`config.mk`:
```
export PLATFORM = sky130hd
export DESIGN_NAME = bmd_cfg
export DESIGN_NICKNAME = d
export VERILOG_FILES = /design/src/hdl/bmd_pkg.sv /design/src/hdl/bmd_cfg.sv
export SDC_FILE = /design/constraint.sdc
export NUM_CORES = 1
export LEC_CHECK = 0
export ABC_AREA = 1
export ABC_CLOCK_PERIOD_IN_PS = 1100
export BUFFER_PORTS_ARGS = -buffer_cell sky130_fd_sc_hd__buf_2
export CAP_MARGIN = 25
export CORE_AREA = 2 2 59 61
export DETAILED_ROUTE_END_ITERATION = 10
export DIE_AREA = 0 0 61 63
export GPL_TIMING_DRIVEN = 0
export PLACE_DENSITY = 0.74
export RECOVER_POWER = 25
export SYNTH_ARGS = -nofsm -noshare
export SYNTH_HDL_FRONTEND = slang
export SYNTH_SLANG_ARGS = --single-unit
```
`constraint.sdc`:
```
create_clock -name clk -period 1.1 [get_ports clk]
set_input_delay 0.165 -clock clk [delete_from_list [all_inputs] [get_ports clk]]
set_output_delay 0.165 -clock clk [all_outputs]
set_load 0.02 [all_outputs]
```
`src/hdl/bmd_pkg.sv`:
```
`timescale 1ns / 1ps
// Shared types and constants for the diamond-kernel binary morphology block.
package bmd_pkg;

  localparam int RowW      = 64;                 // fixed row field width
  localparam int MaxCols   = 64;                 // 1..RowW
  localparam int MaxRadius = 4;                  // 1..8
  localparam int WinDepth  = 2 * MaxRadius + 1;  // current row plus stored rows
  localparam int SeenW     = 4;
  localparam int SeenMax   = 15;
  localparam int RadCfgW   = 3;                  // radius register width
  localparam int ColsW     = 7;                  // cols_in_use register width
  localparam int CW        = $clog2(MaxRadius + 1);

  localparam int CfgIdxW  = 2;
  localparam int CfgDataW = 7;

  localparam logic [CfgIdxW-1:0] CfgModeIdx   = 2'd0;
  localparam logic [CfgIdxW-1:0] CfgRadiusIdx = 2'd1;
  localparam logic [CfgIdxW-1:0] CfgColsIdx   = 2'd2;

  localparam logic [ColsW-1:0]   ColsReset   = 7'd64;
  localparam logic [RadCfgW-1:0] RadiusReset = 3'd1;

  typedef struct packed {
    logic [RowW-1:0] row_in;
    logic            last_row_in;
  } in_item_t;

  typedef struct packed {
    logic [RowW-1:0] row_out;
    logic            last_row_out;
  } out_item_t;

  // effective configuration as the datapath sees it
  typedef struct packed {
    logic            mode;
    logic [CW-1:0]   radius;
    logic [RowW-1:0] mask;
  } cfg_t;

  // one pending output row: distance back and rows available in the frame
  typedef struct packed {
    logic             valid;
    logic             last;
    logic [CW-1:0]    c;
    logic [SeenW-1:0] avail;
  } job_t;

endpackage

```
`src/hdl/bmd_cfg.sv`:
```
`timescale 1ns / 1ps
// Configuration registers with clamping of radius and width.
module bmd_cfg (
  input  logic                         clk,
  input  logic                         rst,
  input  logic                         cfg_valid,
  output logic                         cfg_ready,
  input  logic [bmd_pkg::CfgIdxW-1:0]  cfg_index,
  input  logic [bmd_pkg::CfgDataW-1:0] cfg_data,
  output bmd_pkg::cfg_t                cfg
);

  logic                        mode;
  logic [bmd_pkg::RadCfgW-1:0] radius;
  logic [bmd_pkg::ColsW-1:0]   cols;

  assign cfg_ready = 1'b1;

  always_ff @(posedge clk) begin
    if (rst) begin
      mode   <= 1'b0;
      radius <= bmd_pkg::RadiusReset;
      cols   <= bmd_pkg::ColsReset;
    end else if (cfg_valid) begin
      unique case (cfg_index)
        bmd_pkg::CfgModeIdx:   mode   <= cfg_data[0];
        bmd_pkg::CfgRadiusIdx: radius <= cfg_data[bmd_pkg::RadCfgW-1:0];
        bmd_pkg::CfgColsIdx:   cols   <= cfg_data[bmd_pkg::ColsW-1:0];
        default: ;
      endcase
    end
  end

  always_comb begin
    cfg.mode = mode;
    if (int'(radius) > bmd_pkg::MaxRadius) begin
      cfg.radius = bmd_pkg::CW'(bmd_pkg::MaxRadius);
    end else begin
      cfg.radius = bmd_pkg::CW'(radius);
    end
    for (int j = 0; j < bmd_pkg::RowW; j++) begin
      cfg.mask[j] = (j < int'(cols)) && (j < bmd_pkg::MaxCols);
    end
  end

endmodule

```
==> impl_metrics.tcl, run 1 <==
set metrics [dict create \
    crit_required_ns 0.94 \
    p_seq_frac 0.256 \
    path_cells "inv_4 -> buf_12 -> nand2_8 -> nor2_4 -> nand2_2 -> nand2_2 -> inv_2 -> buf_6" \
    antenna_found_initial 0 \
    port_buffers 79 \
    synth_cells 206 \
    cts_tree "yes" \
    start_util 0.348 \
    die_h_microns 63 \
    globalRouteMet1Util 0.278 \
    synth_area_sq_um 1120 \
    drive_gt1_frac 0.698 \
    cp.arrival_ns 1.55 \
    vias 2011 \
    die_w_microns 61 \
    met2_usage 0.509 \
    startpoint "cols[6]$_SDFFE_PP1P_" \
    wirelength_microns 7110 \
    leakage_nw 1.23 \
    final_cell_mix "46 x buf_6, 44 x buf_4, 40 x nand2_1" \
    crit_path_start_kind "flip-flop" \
    netlist_top_cells_area "nand2_1 20%, dfxtp_1 20%, nor2_1 13%, o21ai_0 12%, inv_1 7.7%" \
    postRouteAntennaNets 0 \
    final_common_cell "buf_6" \
    pwr-share-comb 0.594 \
    worst_slack_ns -0.611 \
    nets 337 \
    dr.pass1.iters 4 \
    grt_max_degree 11 \
    violations "setup timing" \
    post-route-util 0.854 \
    diodes 0 \
    drc_errors 0 \
    crit_top_cell "nand2_2" \
    grt.met3_usage 0.0435 \
    core_area_sq_um 3230 \
    min-delay-start "cfg_data[3]" \
    grt_pass1_vias 1731 \
    hp-class "input port to flip-flop" \
    ir_drop_uv 760 \
    finalSetupViolCount 66 \
    drt-wirelength-per-cell_microns 19.2 \
    viasPerCell 5.44 \
    finalHoldViolations 0 \
    netlist-cell-type-count 24 \
    cts_buffers 3 \
    drt-initial-drc-count 193 \
    place_hpwl_microns 2900 \
    crit_type "flip-flop to primary output" \
    grt_overflow_total 0 \
    path_max_fanout 6 \
    power_frac_clock 0.151 \
    area_growth_pct 146 \
    internal_power_mw 1.01 \
    power.share.switching 0.447 \
    status "complete, but fails checks" \
    fmax_mhz 584 \
    rsz0062_at_grt "yes" \
    clock_path_buffers 2 \
    clk_pin_slew_ns 0.07 \
    maxCapViolations 0 \
    min_period_ns 1.71 \
    r2r-start "cols[2]$_SDFFE_PP0P_" \
    cts.sinks 11 \
    cts_hold_buf 0 \
    slew_viol_final 0 \
    die-area_sq_um 3840 \
    grt_use_total 0.275 \
    grt-busiest-layer "met2" \
    yosysWarningCount 0 \
    grt_pass1_wl_microns 8090 \
    insertion_delay_ns 0.27 \
    endpoint_kind "primary output" \
    power_switching_mw 0.822 \
    clock_skew_ns 0 \
    h-tree-depth 1 \
    gp_congestion 0.804 \
    total_power_mw 1.84 \
    synth_top_cell_by_area "nand2_1" \
    ys_seq_area_frac 0.196 \
    critPathMaxStageDelay_ns 0.39 \
    critical-path-top-delay-family "simple AND/OR/NAND/NOR gates" \
    avgSynthCellArea_sq_um 5.45 \
    fin_crit_sh 1.56 \
    critPathSlowestCell "dfxtp_4" \
    rows 21 \
    num_io_pins 81 \
    synth_top_area_share 0.200 \
    power.density_nw_per_um2 665 \
    max_slew_margin 0.665 \
    clk_root_buffer_cell "clkbuf_4" \
    worst_pin_slew_ns 0.498 \
    synth_nets 218 \
    crit_buf_inv 4 \
    finalSetupTns_ns -30.85 \
    ys_ff_latch 11 \
]
## per-layer routing
| layer | routed length, microns | part of all wire |
|---|---|---|
| met1 | 2530 | 0.36 |
| met2 | 3440 | 0.48 |
| met3 | 660 | 0.093 |
| met4 | 472 | 0.066 |
| met5 | 0 | 0 |
## cell usage after synthesis, drive strengths merged
cell,instances
clkbuf,2
nand2,65
nand3,7
buf,8
nor2,43
nand3b,1
o21a,1
inv,28
dfxtp,11
nand4,2
a21oi,8
conb,1
o21ai,29
## flip-flops by register name, indices dropped and copies added, names as in the netlist
register  count
cols          7
radius        3
mode          1
## logic make-up (layout without fill, tap and decap cells)
kind of cell | after synthesis | after routing | synth area share
AO/OA/AOI/OAI | 38 | 38 | 0.178
buffers and inverters | 38 | 155 | 0.155
flip-flops | 11 | 11 | 0.196
other | 1 | 1 | 0.00334
AND/OR/NAND/NOR | 118 | 119 | 0.468
## final timing paths
kind / end / slack [ns] / cells past startpoint
worst max-delay path: cfg[49] / -0.61 / 8
worst min-delay path: cols[3]$_SDFFE_PP0P_ / 0.12 / 3
worst max register to register: cols[2]$_SDFFE_PP0P_ / -0.06 / 5
worst min register to register: radius[0]$_SDFFE_PP1P_ / 0.47 / 2
## worst register-to-register path: stages, from the launching register on
cell	delay, ns
dfxtp_4	0.46
clkinvlp_4	0.19
buf_4	0.16
nand2_1	0.06
nand2_1	0.05
nor2_1	0.15
## power groups by stage
stage	Combinational [mW]	Sequential, mW	Clock, mW
after global placement	0.665	0.460	0
after floorplan	0.473	0.456	0
after detailed placement	0.669	0.462	0
after global routing	1.14	0.472	0.316
after CTS	0.901	0.455	0.282
final	1.09	0.469	0.276
## final cells by class
cell class / instances / area (sq um)
repair inverters: 1 / 8.76
fillers: 161 / 470
flip-flops and latches: 11 / 248
repair buffers: 114 / 1020
plain buffers: 8 / 75.1
well taps: 46 / 57.6
inverters: 28 / 144
clock buffers: 4 / 26.3
multi-input cells: 158 / 1180
## per-stage QoR
stage	worst slack [ns]	hold slack (ns)	area, sq um	std cells
finish	-0.611	0.122	2760	370
global route	-0.687	0.141	2760	370
CTS	-0.438	0.119	2430	361
detailed placement	-0.346	0.395	1790	331
global placement	-0.333	0.392	1790	331
floorplan	-0.141	0.300	1340	206
## timing repair
item | in CTS | in global routing
gates resized for setup | 120 | 78
buffers inserted | 25 | 11
setup endpoints to repair | 65 | 65
pin swaps | 28 | 19
cloned | 1 | 1
Power figures use the tool's default switching activity.
==> run 2: changes to the inputs <==
--- a/constraint.sdc
+++ b/constraint.sdc
@@ -3,2 +3,2 @@
 set_output_delay 0.165 -clock clk [all_outputs]
-set_load 0.02 [all_outputs]
+set_load 0.1 [all_outputs]
==> run 2 against run 1 <==
Net effect:
- the flow now stops in 4_1_cts
- synthesized cell count is the same
- synthesized area is the same
==> impl_metrics.tcl, run 2 <==
set metrics [dict create \
    ctsResizeCount 275 \
    die_h_microns 63 \
    cts_hold_buf 0 \
    pre_cts_slack_ns -0.726 \
    rows 21 \
    yosysWarningCount 0 \
    ys_ff_latch 11 \
    synth_common_cells "60 x nand2_1, 38 x nor2_1, 27 x o21ai_0, 23 x inv_1, 11 x dfxtp_1" \
    synth_top_area_share 0.200 \
    synthArstFlopShare 0 \
    clock_path_buffers 2 \
    synth_area_sq_um 1120 \
    num_io_pins 81 \
    cts_buffers 3 \
    stop_stage "4_1_cts" \
    gp_congestion 0.837 \
    start_util 0.348 \
    status "aborted with a tool error" \
    avgSynthCellArea_sq_um 5.45 \
    h-tree-depth 1 \
    synth_nets 218 \
    die_w_microns 61 \
    ys_seq_area_frac 0.196 \
    netlist_top_cells_area "nand2_1 20%, dfxtp_1 20%, nor2_1 13%, o21ai_0 12%, inv_1 7.7%" \
    port_buffers 79 \
    clk_root_buffer_cell "clkbuf_4" \
    synth_cells 206 \
    cts_setup_buffers 27 \
    place_hpwl_microns 3140 \
    error_line "[ERROR DPL-0038] Utilization greater than 100%, impossible to legalize" \
    cts.sinks 11 \
    netlist-cell-type-count 24 \
    synth-edff-count 0 \
    ys.flop_type "dfxtp_1" \
    synth_top_cell_by_area "nand2_1" \
    synth.most_common_cell "nand2_1" \
]
run 2: kinds of logic after synthesis:
| family | synth area share |
|---|---|
| DFF | 0.196 |
| other | 0.00334 |
| buffers and inverters | 0.155 |
| AOI/OAI and AO/OA | 0.178 |
| and+or+nand+nor | 0.468 |
run 2: per-stage QoR:
stage                      util  hold WS (ns)  TNS, ns  std cells  instance area, sq um
after floorplan               -         0.299   -32.44        206                  1690
after global placement    0.662         0.387   -33.96        331                  2140
after detailed placement  0.662         0.390   -34.43        331                  2140
==> run 3: changes to the inputs <==
ABC_CLOCK_PERIOD_IN_PS = 1430   (was 1100)
CORE_AREA = 2 2 65 67   (was 2 2 59 61)
DIE_AREA = 0 0 67 69   (was 0 0 61 63)
PLACE_DENSITY = default   (was 0.74)
PLACE_DENSITY_LB_ADDON = 0.15   (was default)
clock period = 1.43 ns   (was 1.1 ns; I/O delays follow)
==> run 3 against run 2 <==
Net effect:
- the run fails in 5_1_grt
- synthesized area is the same
- synthesized cell count is the same
==> impl_metrics.tcl, run 3 <==
set metrics [dict create \
    synthArstFlopShare 0 \
    placedInstanceArea_sq_um 2100 \
    endpoint_type "top-level output" \
    clk_root_buffer_cell "clkbuf_8" \
    place_inst 335 \
    error_line "[ERROR DPL-0038] Utilization greater than 100%, impossible to legalize" \
    synth.most_common_cell "nand2_1" \
    start_util 0.287 \
    rows 23 \
    cts.sinks 11 \
    grt_max_degree 11 \
    die_w_microns 67 \
    stop_stage "5_1_grt" \
    synth-edff-count 0 \
    status "aborted with a tool error" \
    gp_congestion 0.731 \
    ys.flop_type "dfxtp_1" \
    avgSynthCellArea_sq_um 5.45 \
    synth_cells 206 \
    ys_ff_latch 11 \
    port_buffers 79 \
    netlist-cell-type-count 24 \
    num_io_pins 81 \
    worstEndpointGrtRepair "cfg[53]" \
    die_h_microns 69 \
    h-tree-depth 1 \
    synth_top_cell_by_area "nand2_1" \
    synth_nets 218 \
    clock_path_buffers 2 \
    netlist_top_cells_area "nand2_1 20%, dfxtp_1 20%, nor2_1 13%, o21ai_0 12%, inv_1 7.7%" \
    synth_area_sq_um 1120 \
    synth_top_area_share 0.200 \
    cts_buffers 3 \
    place_hpwl_microns 3120 \
    yosysWarningCount 0 \
    ys_seq_area_frac 0.196 \
    synth_common_cells "60 x nand2_1, 38 x nor2_1, 27 x o21ai_0, 23 x inv_1, 11 x dfxtp_1" \
]
-- run 3: cells by family after synthesis --
logic type / after synthesis / synth area share
AOI/OAI and AO/OA: 38 / 0.178
other: 1 / 0.00334
and+or+nand+nor: 118 / 0.468
buffers and inverters: 38 / 0.155
DFF: 11 / 0.196
-- run 3: stage by stage --
step	hold slack, ns	worst slack (ns)	utilization
floorplan	0.348	-0.422	-
global placement	0.441	-0.460	0.537
detailed placement	0.442	-0.494	0.537
CTS	0.199	-0.265	0.896
-- run 3: what timing repair did --
action | CTS
cloned | 1
endpoints found under the setup margin | 64
gates resized for setup | 273
setup buffers | 38
hold buffers | 0
pin swaps | 17
