File: src/hdl/bmd_pkg.sv
`timescale 1ns / 1ps
// Shared types and constants for the diamond-kernel binary morphology block.
package bmd_pkg;

  localparam int RowW      = 64;                 // fixed row field width
  localparam int MaxCols   = 64;                 // 1..RowW
  localparam int MaxRadius = 4;                  // 1..8
  localparam int WinDepth  = 2 * MaxRadius + 1;  // current row plus stored rows
  localparam int SeenW     = 4;
  localparam int SeenMax   = 15;
  localparam int RadCfgW   = 3;                  // radius register width
  localparam int ColsW     = 7;                  // cols_in_use register width
  localparam int CW        = $clog2(MaxRadius + 1);

  localparam int CfgIdxW  = 2;
  localparam int CfgDataW = 7;

  localparam logic [CfgIdxW-1:0] CfgModeIdx   = 2'd0;
  localparam logic [CfgIdxW-1:0] CfgRadiusIdx = 2'd1;
  localparam logic [CfgIdxW-1:0] CfgColsIdx   = 2'd2;

  localparam logic [ColsW-1:0]   ColsReset   = 7'd64;
  localparam logic [RadCfgW-1:0] RadiusReset = 3'd1;

  typedef struct packed {
    logic [RowW-1:0] row_in;
    logic            last_row_in;
  } in_item_t;

  typedef struct packed {
    logic [RowW-1:0] row_out;
    logic            last_row_out;
  } out_item_t;

  // effective configuration as the datapath sees it
  typedef struct packed {
    logic            mode;
    logic [CW-1:0]   radius;
    logic [RowW-1:0] mask;
  } cfg_t;

  // one pending output row: distance back and rows available in the frame
  typedef struct packed {
    logic             valid;
    logic             last;
    logic [CW-1:0]    c;
    logic [SeenW-1:0] avail;
  } job_t;

endpackage

File: src/hdl/bmd_window.sv
`timescale 1ns / 1ps
// Row history: shift line holding the newest row and the rows before it.
module bmd_window (
  input  logic                                               clk,
  input  logic                                               shift,
  input  logic [bmd_pkg::RowW-1:0]                           row,
  output logic [bmd_pkg::WinDepth-1:0][bmd_pkg::RowW-1:0]    win
);

  // entry 0 is the newest row; old entries are only read when counted valid
  always_ff @(posedge clk) begin
    if (shift) begin
      win[0] <= row;
      for (int i = 1; i < bmd_pkg::WinDepth; i++) begin
        win[i] <= win[i-1];
      end
    end
  end

endmodule

File: config.mk
export PLATFORM = sky130hd
export DESIGN_NAME = bmd_window
export DESIGN_NICKNAME = d
export VERILOG_FILES = /design/src/hdl/bmd_pkg.sv /design/src/hdl/bmd_window.sv
export SDC_FILE = /design/constraint.sdc
export NUM_CORES = 1
export LEC_CHECK = 0
export ABC_AREA = 0
export BUFFER_PORTS_ARGS = -buffer_cell sky130_fd_sc_hd__buf_2
export CAP_MARGIN = 20
export CORE_AREA = 3 3 248 250
export DETAILED_ROUTE_END_ITERATION = 8
export DIE_AREA = 0 0 251 253
export HOLD_SLACK_MARGIN = 0.08
export RECOVER_POWER = 25
export SLEW_MARGIN = 20
export SYNTH_ARGS = -nofsm -noshare
export SYNTH_HDL_FRONTEND = slang
export SYNTH_SLANG_ARGS = --single-unit
File: constraint.sdc
create_clock -name clk -period 0.8 [get_ports clk]
set_input_delay 0.16 -clock clk [delete_from_list [all_inputs] [get_ports clk]]
set_output_delay 0.16 -clock clk [all_outputs]
set_load 0.01 [all_outputs]
==> results of run 1 <==
[power by group through the flow]
| stage | clock [W] | combinational (W) | sequential (W) |
|---|---|---|---|
| 5_1_grt | 0.0277 | 0.00635 | 0.0368 |
| 6_report | 0.0258 | 0.00607 | 0.0366 |
| 2_1_floorplan | 0 | 0 | 0.0376 |
| 3_3_place_gp | 0 | 0.00400 | 0.0371 |
| 4_1_cts | 0.0265 | 0.00551 | 0.0365 |
| 3_5_place_dp | 0 | 0.00401 | 0.0372 |
[kinds of logic after synthesis]
family	after synthesis
flops	576
[layout by cell type, fill, tap and decap left out, drive strengths merged]
| cell | count |
|---|---|
| buf | 975 |
| edfxtp | 576 |
| clkbuf | 75 |
| dlygate4sd3 | 66 |
| clkinv | 25 |
| inv | 4 |
| bufinv | 4 |
| clkinvlp | 3 |
[final cells by class]
| type | instances | area (sq um) | share of cell area, % |
|---|---|---|---|
| clock inverter | 36 | 303 | 1.09 |
| sequential | 576 | 17300 | 62.4 |
| tap | 773 | 967 | 3.49 |
| clock buffer | 69 | 1510 | 5.46 |
| timing repair buffer | 1047 | 7650 | 27.6 |
[metrics by stage]
stage          TNS [ns]  cells  power, W  area, sq um  worst slack [ns]
5_1_grt         -390.19   2501    0.0708        27700            -0.712
2_1_floorplan         0    576    0.0376        17300             0.108
6_report        -336.96   2501    0.0685        27700            -0.652
3_3_place_gp    -116.29   2052    0.0411        22100            -0.249
3_5_place_dp    -122.11   2052    0.0412        22100            -0.257
4_1_cts         -320.51   2427    0.0685        26600            -0.689
[metal layers]
layer  global-route usage [%]  wire length, microns
met1                     19.3                 21100
met3                     3.58                  3130
met5                        0                     0
met2                     25.1                 26800
met4                     5.82                  1720
[how the worst max path moves through the flow]
| stage | startpoint | end | slack [ns] | cells after the start |
|---|---|---|---|---|
| 3_3_place_gp | shift | win[114]$_DFFE_PP_ | -0.25 | 3 |
| 3_5_place_dp | shift | win[308]$_DFFE_PP_ | -0.26 | 3 |
| 6_report | win[85]$_DFFE_PP_ | win[85] | -0.65 | 1 |
| 4_1_cts | win[130]$_DFFE_PP_ | win[130] | -0.69 | 1 |
| 5_1_grt | win[205]$_DFFE_PP_ | win[205] | -0.71 | 2 |
| 2_1_floorplan | win[36]$_DFFE_PP_ | win[100]$_DFFE_PP_ | 0.11 | 0 |
[repair_timing]
item | in CTS | in global routing
endpoints found under the setup margin | 583 | 694
gates resized for setup | 143 | 156
setup buffers | 209 | 117
endpoints found under the hold margin | 89 | 0
hold buffers | 66 | 0
==> results.md, run 1 <==
* Status: complete, but fails checks
* Failing checks: negative setup slack
* Sw frac at 22.1%
* RSZ-0062 raised after global routing: yes
* Final min period at 1.45 ns
* Post-detail-place hpwl at 38.5 mm
* CTS Buffer Depth at 3
* Clk pin slew, worst setup/hold paths at 0.06 ns
* 1st-pass router iterations at 5
* Max incr delay on CP at 0.50 ns
* R2R depth at 2
* Cells along the critical path: buf_2
* Initial core utilization at 29.2%
* Top-count cell post-synth: edfxtp_1
* Seq cells post-synth at 576
* Data arrival, critical path at 1.29 ns
* Synth top area share at 100%
* FFs w/ async S/R, synth at 0%
* CP Capture Type: primary output
* Placement Rows at 89
* Xor and xnor fraction of the mapped netlist area at 0%
* DRT antenna net count at 0
* Hold WC Path Type: input port to flop
* Final hold viol count at 0
* Required time of the critical path at 0.64 ns
* Hold path cells at 2
* Clk_lat worst skew at 0.60 ns
* R2R Path End: win[144]$_DFFE_PP_
* Layout area overhead at 60.3%
* Adder-cell share of the synthesized area at 0%
* Mean post-synth cell area at 30.0 sq um
* Io pins at 642
* Final Max Tran Viols at 0
* Setup CP Type: flop to primary output
* Post-synthesis compound-gate area fraction at 0%
* Sink Count at 576
* PortBufs at 641
* Synth Flop Type: edfxtp_1
* Final core utilization at 46.8%
* Die area at 0.0635 sq mm
* Initial antenna violation count at 3
* Biggest register: win
* Routed WL at 52.7 mm
* Synth Net Count at 642
* WHS at 0.278 ns
* Leakage at 11.4 nW
* WL per Instance at 21.1 microns
* Seq/Total Area, Yosys at 100%
* Relative slew slack at 51.2%
* Setup violations, final at 1119
* Tcrit/Tclk final at 182%
* Sequential power share at 53.5%
* Sw power at 0.0151 W
* Via/cell ratio at 4.17
* Clk_skew at 0.0174 ns
* P per Cell Area at 2470 mW/mm^2
* Combinational Power Share at 8.9%
* Footprint of the multi-input gates at 0 sq um
* Synth area leader: edfxtp_1
* HP Start: row[23]
* Clock group share of total power at 37.7%
* Int Power at 0.0534 W
* Placeable core area at 0.0592 sq mm
* GRT Residual Overflow at 0
* Peak supply drop at 0.00160 V
* Post-synth EDFFs at 576
* Post-synthesis mux area share at 0%
* Root Buffer: clkbuf_16
* Startpoint types: flop
* Max-cap violations at 0
* Die Y at 253 microns
* Post-synth top cells: edfxtp_1 (576)
* H-tree levels at 2
* GPL Wtd Cong at 0.905
* FMAX at 0.689 GHz
* Multi-input gates at 0
* # diodes at 0
* Setup ws final at -0.652 ns
* Die X at 251 microns
* Largest regs: win: 576 flops
* Syn. warnings at 0
* Netlist cell types at 1
* Max FFs per register at 576
* RR Startpoint: win[80]$_DFFE_PP_
* Mapped Cells at 576
* Slew @ Worst Pin at 0.732 ns
* CP max stage cell: edfxtp_1
* Post-Syn Area at 0.0173 sq mm
* Hold endpoint: win[23]$_DFFE_PP_
* First-pass GRT wire length at 69.7 mm
* Fill cell count at 4889
* Vias after detailed routing at 10400
* Post-Synth Simple-Gate Area at 0%
* CTS buffer count at 58
* TritonCTS clock tree: built
* Max FO, Critical Path at 2
* Family with the most delay on the worst path: flip-flops
* Drt first-iter violations at 619
* Number of global-route vias before repair at 10300
* Synth top area cells: edfxtp_1 (100%)
* Residual DRC at 0
* Pin count of the biggest net entering global routing at 42
* Buffers & Inverters on Critical Path at 1
* Share of layout cells above drive strength 1 at 61.5%
* R2r setup slk at -0.23 ns
* # nets final at 1749
* Total Routing Usage GR at 15.1%
Note: power is estimated with default switching activity, not from simulation.
==> run 2, diff against run 1 <==
--- a/config.mk
+++ b/config.mk
@@ -6,11 +6,11 @@
 export NUM_CORES = 1
 export LEC_CHECK = 0
 export ABC_AREA = 0
-export BUFFER_PORTS_ARGS = -buffer_cell sky130_fd_sc_hd__buf_2
+export BUFFER_PORTS_ARGS = -buffer_cell sky130_fd_sc_hd__clkbuf_2
 export CAP_MARGIN = 20
-export CORE_AREA = 3 3 248 250
+export CORE_AREA = 2 2 247 249
 export DETAILED_ROUTE_END_ITERATION = 8
-export DIE_AREA = 0 0 251 253
+export DIE_AREA = 0 0 249 251
 export HOLD_SLACK_MARGIN = 0.08
 export RECOVER_POWER = 25
 export SLEW_MARGIN = 20
==> results.md, run 2 (same netlist as run 1, synthesis figures left out) <==
* Buffers & Inverters on Critical Path at 1 (unchanged)
* Max FO, Critical Path at 2 (unchanged)
* Placement Rows at 90 (was 89)
* Final Max Tran Viols at 0 (unchanged)
* Setup violations, final at 688 (was 1119)
* Clk_skew at 0.0245 ns (was 0.0174 ns)
* Most common cell after layout, fill and taps aside: edfxtp_1 (unchanged)
* Peak supply drop at 0.00228 V (was 0.00160 V)
* GRT busiest layer: met2 (unchanged)
* Max FFs per register at 576 (unchanged)
* GRT Residual Overflow at 0 (unchanged)
* Tcrit/Tclk final at 191% (was 182%)
* Cells along the critical path: buf_2 (unchanged)
* CP max stage cell: edfxtp_1 (unchanged)
* Drt first-iter violations at 738 (was 619)
* Die area at 0.0625 sq mm (was 0.0635 sq mm)
* Relative slew slack at 55.6% (was 51.2%)
* # nets final at 1758 (was 1749)
* Biggest register: win (unchanged)
* Number of global-route vias before repair at 9969 (was 10300)
* Setup TNS at -306.41 ns (was -336.96 ns)
* FF+latch area at 0.0173 sq mm (unchanged)
* Total Routing Usage GR at 15.4% (was 15.1%)
* PortBufs at 641 (unchanged)
* Max-cap violations at 0 (unchanged)
* H-tree levels at 2 (unchanged)
* GPL Wtd Cong at 0.985 (was 0.905)
* Fill cell count at 5023 (was 4889)
* Clk pin slew, worst setup/hold paths at 0.06 ns (about the same)
* Final hold viol count at 0 (unchanged)
* Required time of the critical path at 0.64 ns (about the same)
* CTS Buffer Depth at 3 (unchanged)
* Pin count of the biggest net entering global routing at 42 (unchanged)
* Setup ws final at -0.724 ns (was -0.652 ns)
* R2R depth at 2 (unchanged)
* Placeable core area at 0.0598 sq mm (was 0.0592 sq mm)
* WL per Instance at 20.5 microns (was 21.1 microns)
* Via/cell ratio at 4.11 (was 4.17)
* Met1 usage in global routing at 19.1% (was 19.3%)
* GR Layer Usage met2 at 25.3% (was 25.1%)
* Footprint of the multi-input gates at 0 sq um (unchanged)
* Die X at 249 microns (was 251 microns)
* Root Buffer: clkbuf_16 (unchanged)
* Io pins at 642 (unchanged)
* Met3 usage at 4.15% (was 3.58%)
* P per Cell Area at 2550 mW/mm^2 (was 2470 mW/mm^2)
* Hold path cells at 2 (unchanged)
* Residual DRC at 0 (unchanged)
* Share of layout cells above drive strength 1 at 61.8% (was 61.5%)
* Worst path depth at 1 (unchanged)
* Final Cell Area at 0.0272 sq mm (was 0.0277 sq mm)
* Layout area overhead at 57.1% (was 60.3%)
* Family with the most delay on the worst path: flip-flops (unchanged)
* Cell Area, Placed at 0.0219 sq mm (was 0.0221 sq mm)
* Max incr delay on CP at 0.54 ns (was 0.50 ns)
* Vias after detailed routing at 10400 (about the same)
* FMAX at 0.656 GHz (was 0.689 GHz)
* RSZ-0062 raised after global routing: yes (unchanged)
* Status: complete, but fails checks (unchanged)
* First-pass GRT wire length at 68.7 mm (was 69.7 mm)
* Hold WC Path Type: input port to flop (unchanged)
* Data arrival, critical path at 1.36 ns (was 1.29 ns)
* TritonCTS clock tree: built (unchanged)
* Final min period at 1.52 ns (was 1.45 ns)
* DRT antenna net count at 0 (unchanged)
* Slew @ Worst Pin at 0.666 ns (was 0.732 ns)
* Commonest cells after routing, fill and taps aside: edfxtp_1 (576), clkbuf_2 (553), buf_4 (324) (was edfxtp_1 (576), buf_2 (496), buf_4 (263))
* Failing checks: negative setup slack (unchanged)
* Sink Count at 576 (unchanged)
* Routed WL at 51.8 mm (was 52.7 mm)
* Setup CP Type: flop to primary output (unchanged)
* Initial antenna violation count at 4 (was 3)
* Multi-input gates at 0 (unchanged)
* Clk_lat worst skew at 0.62 ns (was 0.60 ns)
* CTS buffer count at 59 (was 58)
* CP Capture Type: primary output (unchanged)
* Startpoint types: flop (unchanged)
* Die Y at 251 microns (was 253 microns)
* Largest regs: win: 576 flops (unchanged)
* Post-detail-place hpwl at 37.7 mm (was 38.5 mm)
* Leakage at 11.3 nW (was 11.4 nW)
* Initial core utilization at 28.9% (was 29.2%)
* 1st-pass router iterations at 5 (unchanged)
run 2: cell count changes in the layout (fill, tap and decap cells not counted), moves of 8 or more:
cell      previous run  this run
buf_4              263       324
clkbuf_2             4       553
buf_2              496        25
buf_6              208        59
buf_8                0         8
clkbuf_4             1        10
run 2: where the power goes:
part,switching [W],internal [W],leakage [nW]
Clock,0.0116,0.0155,0.923
Sequential,0.00118,0.0354,5.64
Combinational,0.00285,0.00281,4.76
Total,0.0156,0.0537,11.3
run 2: final timing paths:
check / from / endpoint / slack [ns]
setup / recovery: win[296]$_DFFE_PP_ / win[296] / -0.72
hold / removal: row[15] / win[15]$_DFFE_PP_ / 0.27
setup reg to reg: win[417]$_DFFE_PP_ / win[481]$_DFFE_PP_ / -0.23
hold reg to reg: win[27]$_DFFE_PP_ / win[91]$_DFFE_PP_ / 0.44
run 2: final cells by class:
type	instances	area share (%)
sequential	576	63.6
timing repair buffer	1055	25.7
clock buffer	66	5.53
tap	782	3.60
clock inverter	43	1.47
antenna	2	0.0184
run 2: timing repair:
action,4_1_cts,5_1_grt
cloned,0,0
setup buffers,207,105
hold endpoints to repair,67,0
hold buffers,64,0
setup endpoints to repair,582,708
resized for setup,17,192
run 2: per-stage QoR:
step	hold slack (ns)	std cells	setup slack (ns)	total power, W	utilization, %
after global placement	0.337	2037	-0.241	0.0411	36.7
after detailed placement	0.339	2037	-0.249	0.0411	36.7
after global routing	0.230	2523	-0.784	0.0716	45.4
after floorplan	0.259	576	0.108	0.0376	-
final	0.269	2524	-0.724	0.0693	45.5
after CTS	0.0645	2417	-0.788	0.0694	43.7
run 2: layer usage:
layer  up-vias  wire length, microns
li1       4624                     -
met1      5244                 20100
met2       413                 26400
met3       103                  3620
met4         2                  1690
met5         -                    13
run 2: worst reg2reg max path: cells and delay by family, from the launching register on:
| family | cells | cell delay [ns] |
|---|---|---|
| buf+inv | 2 | 0.30 |
| flops | 1 | 0.49 |
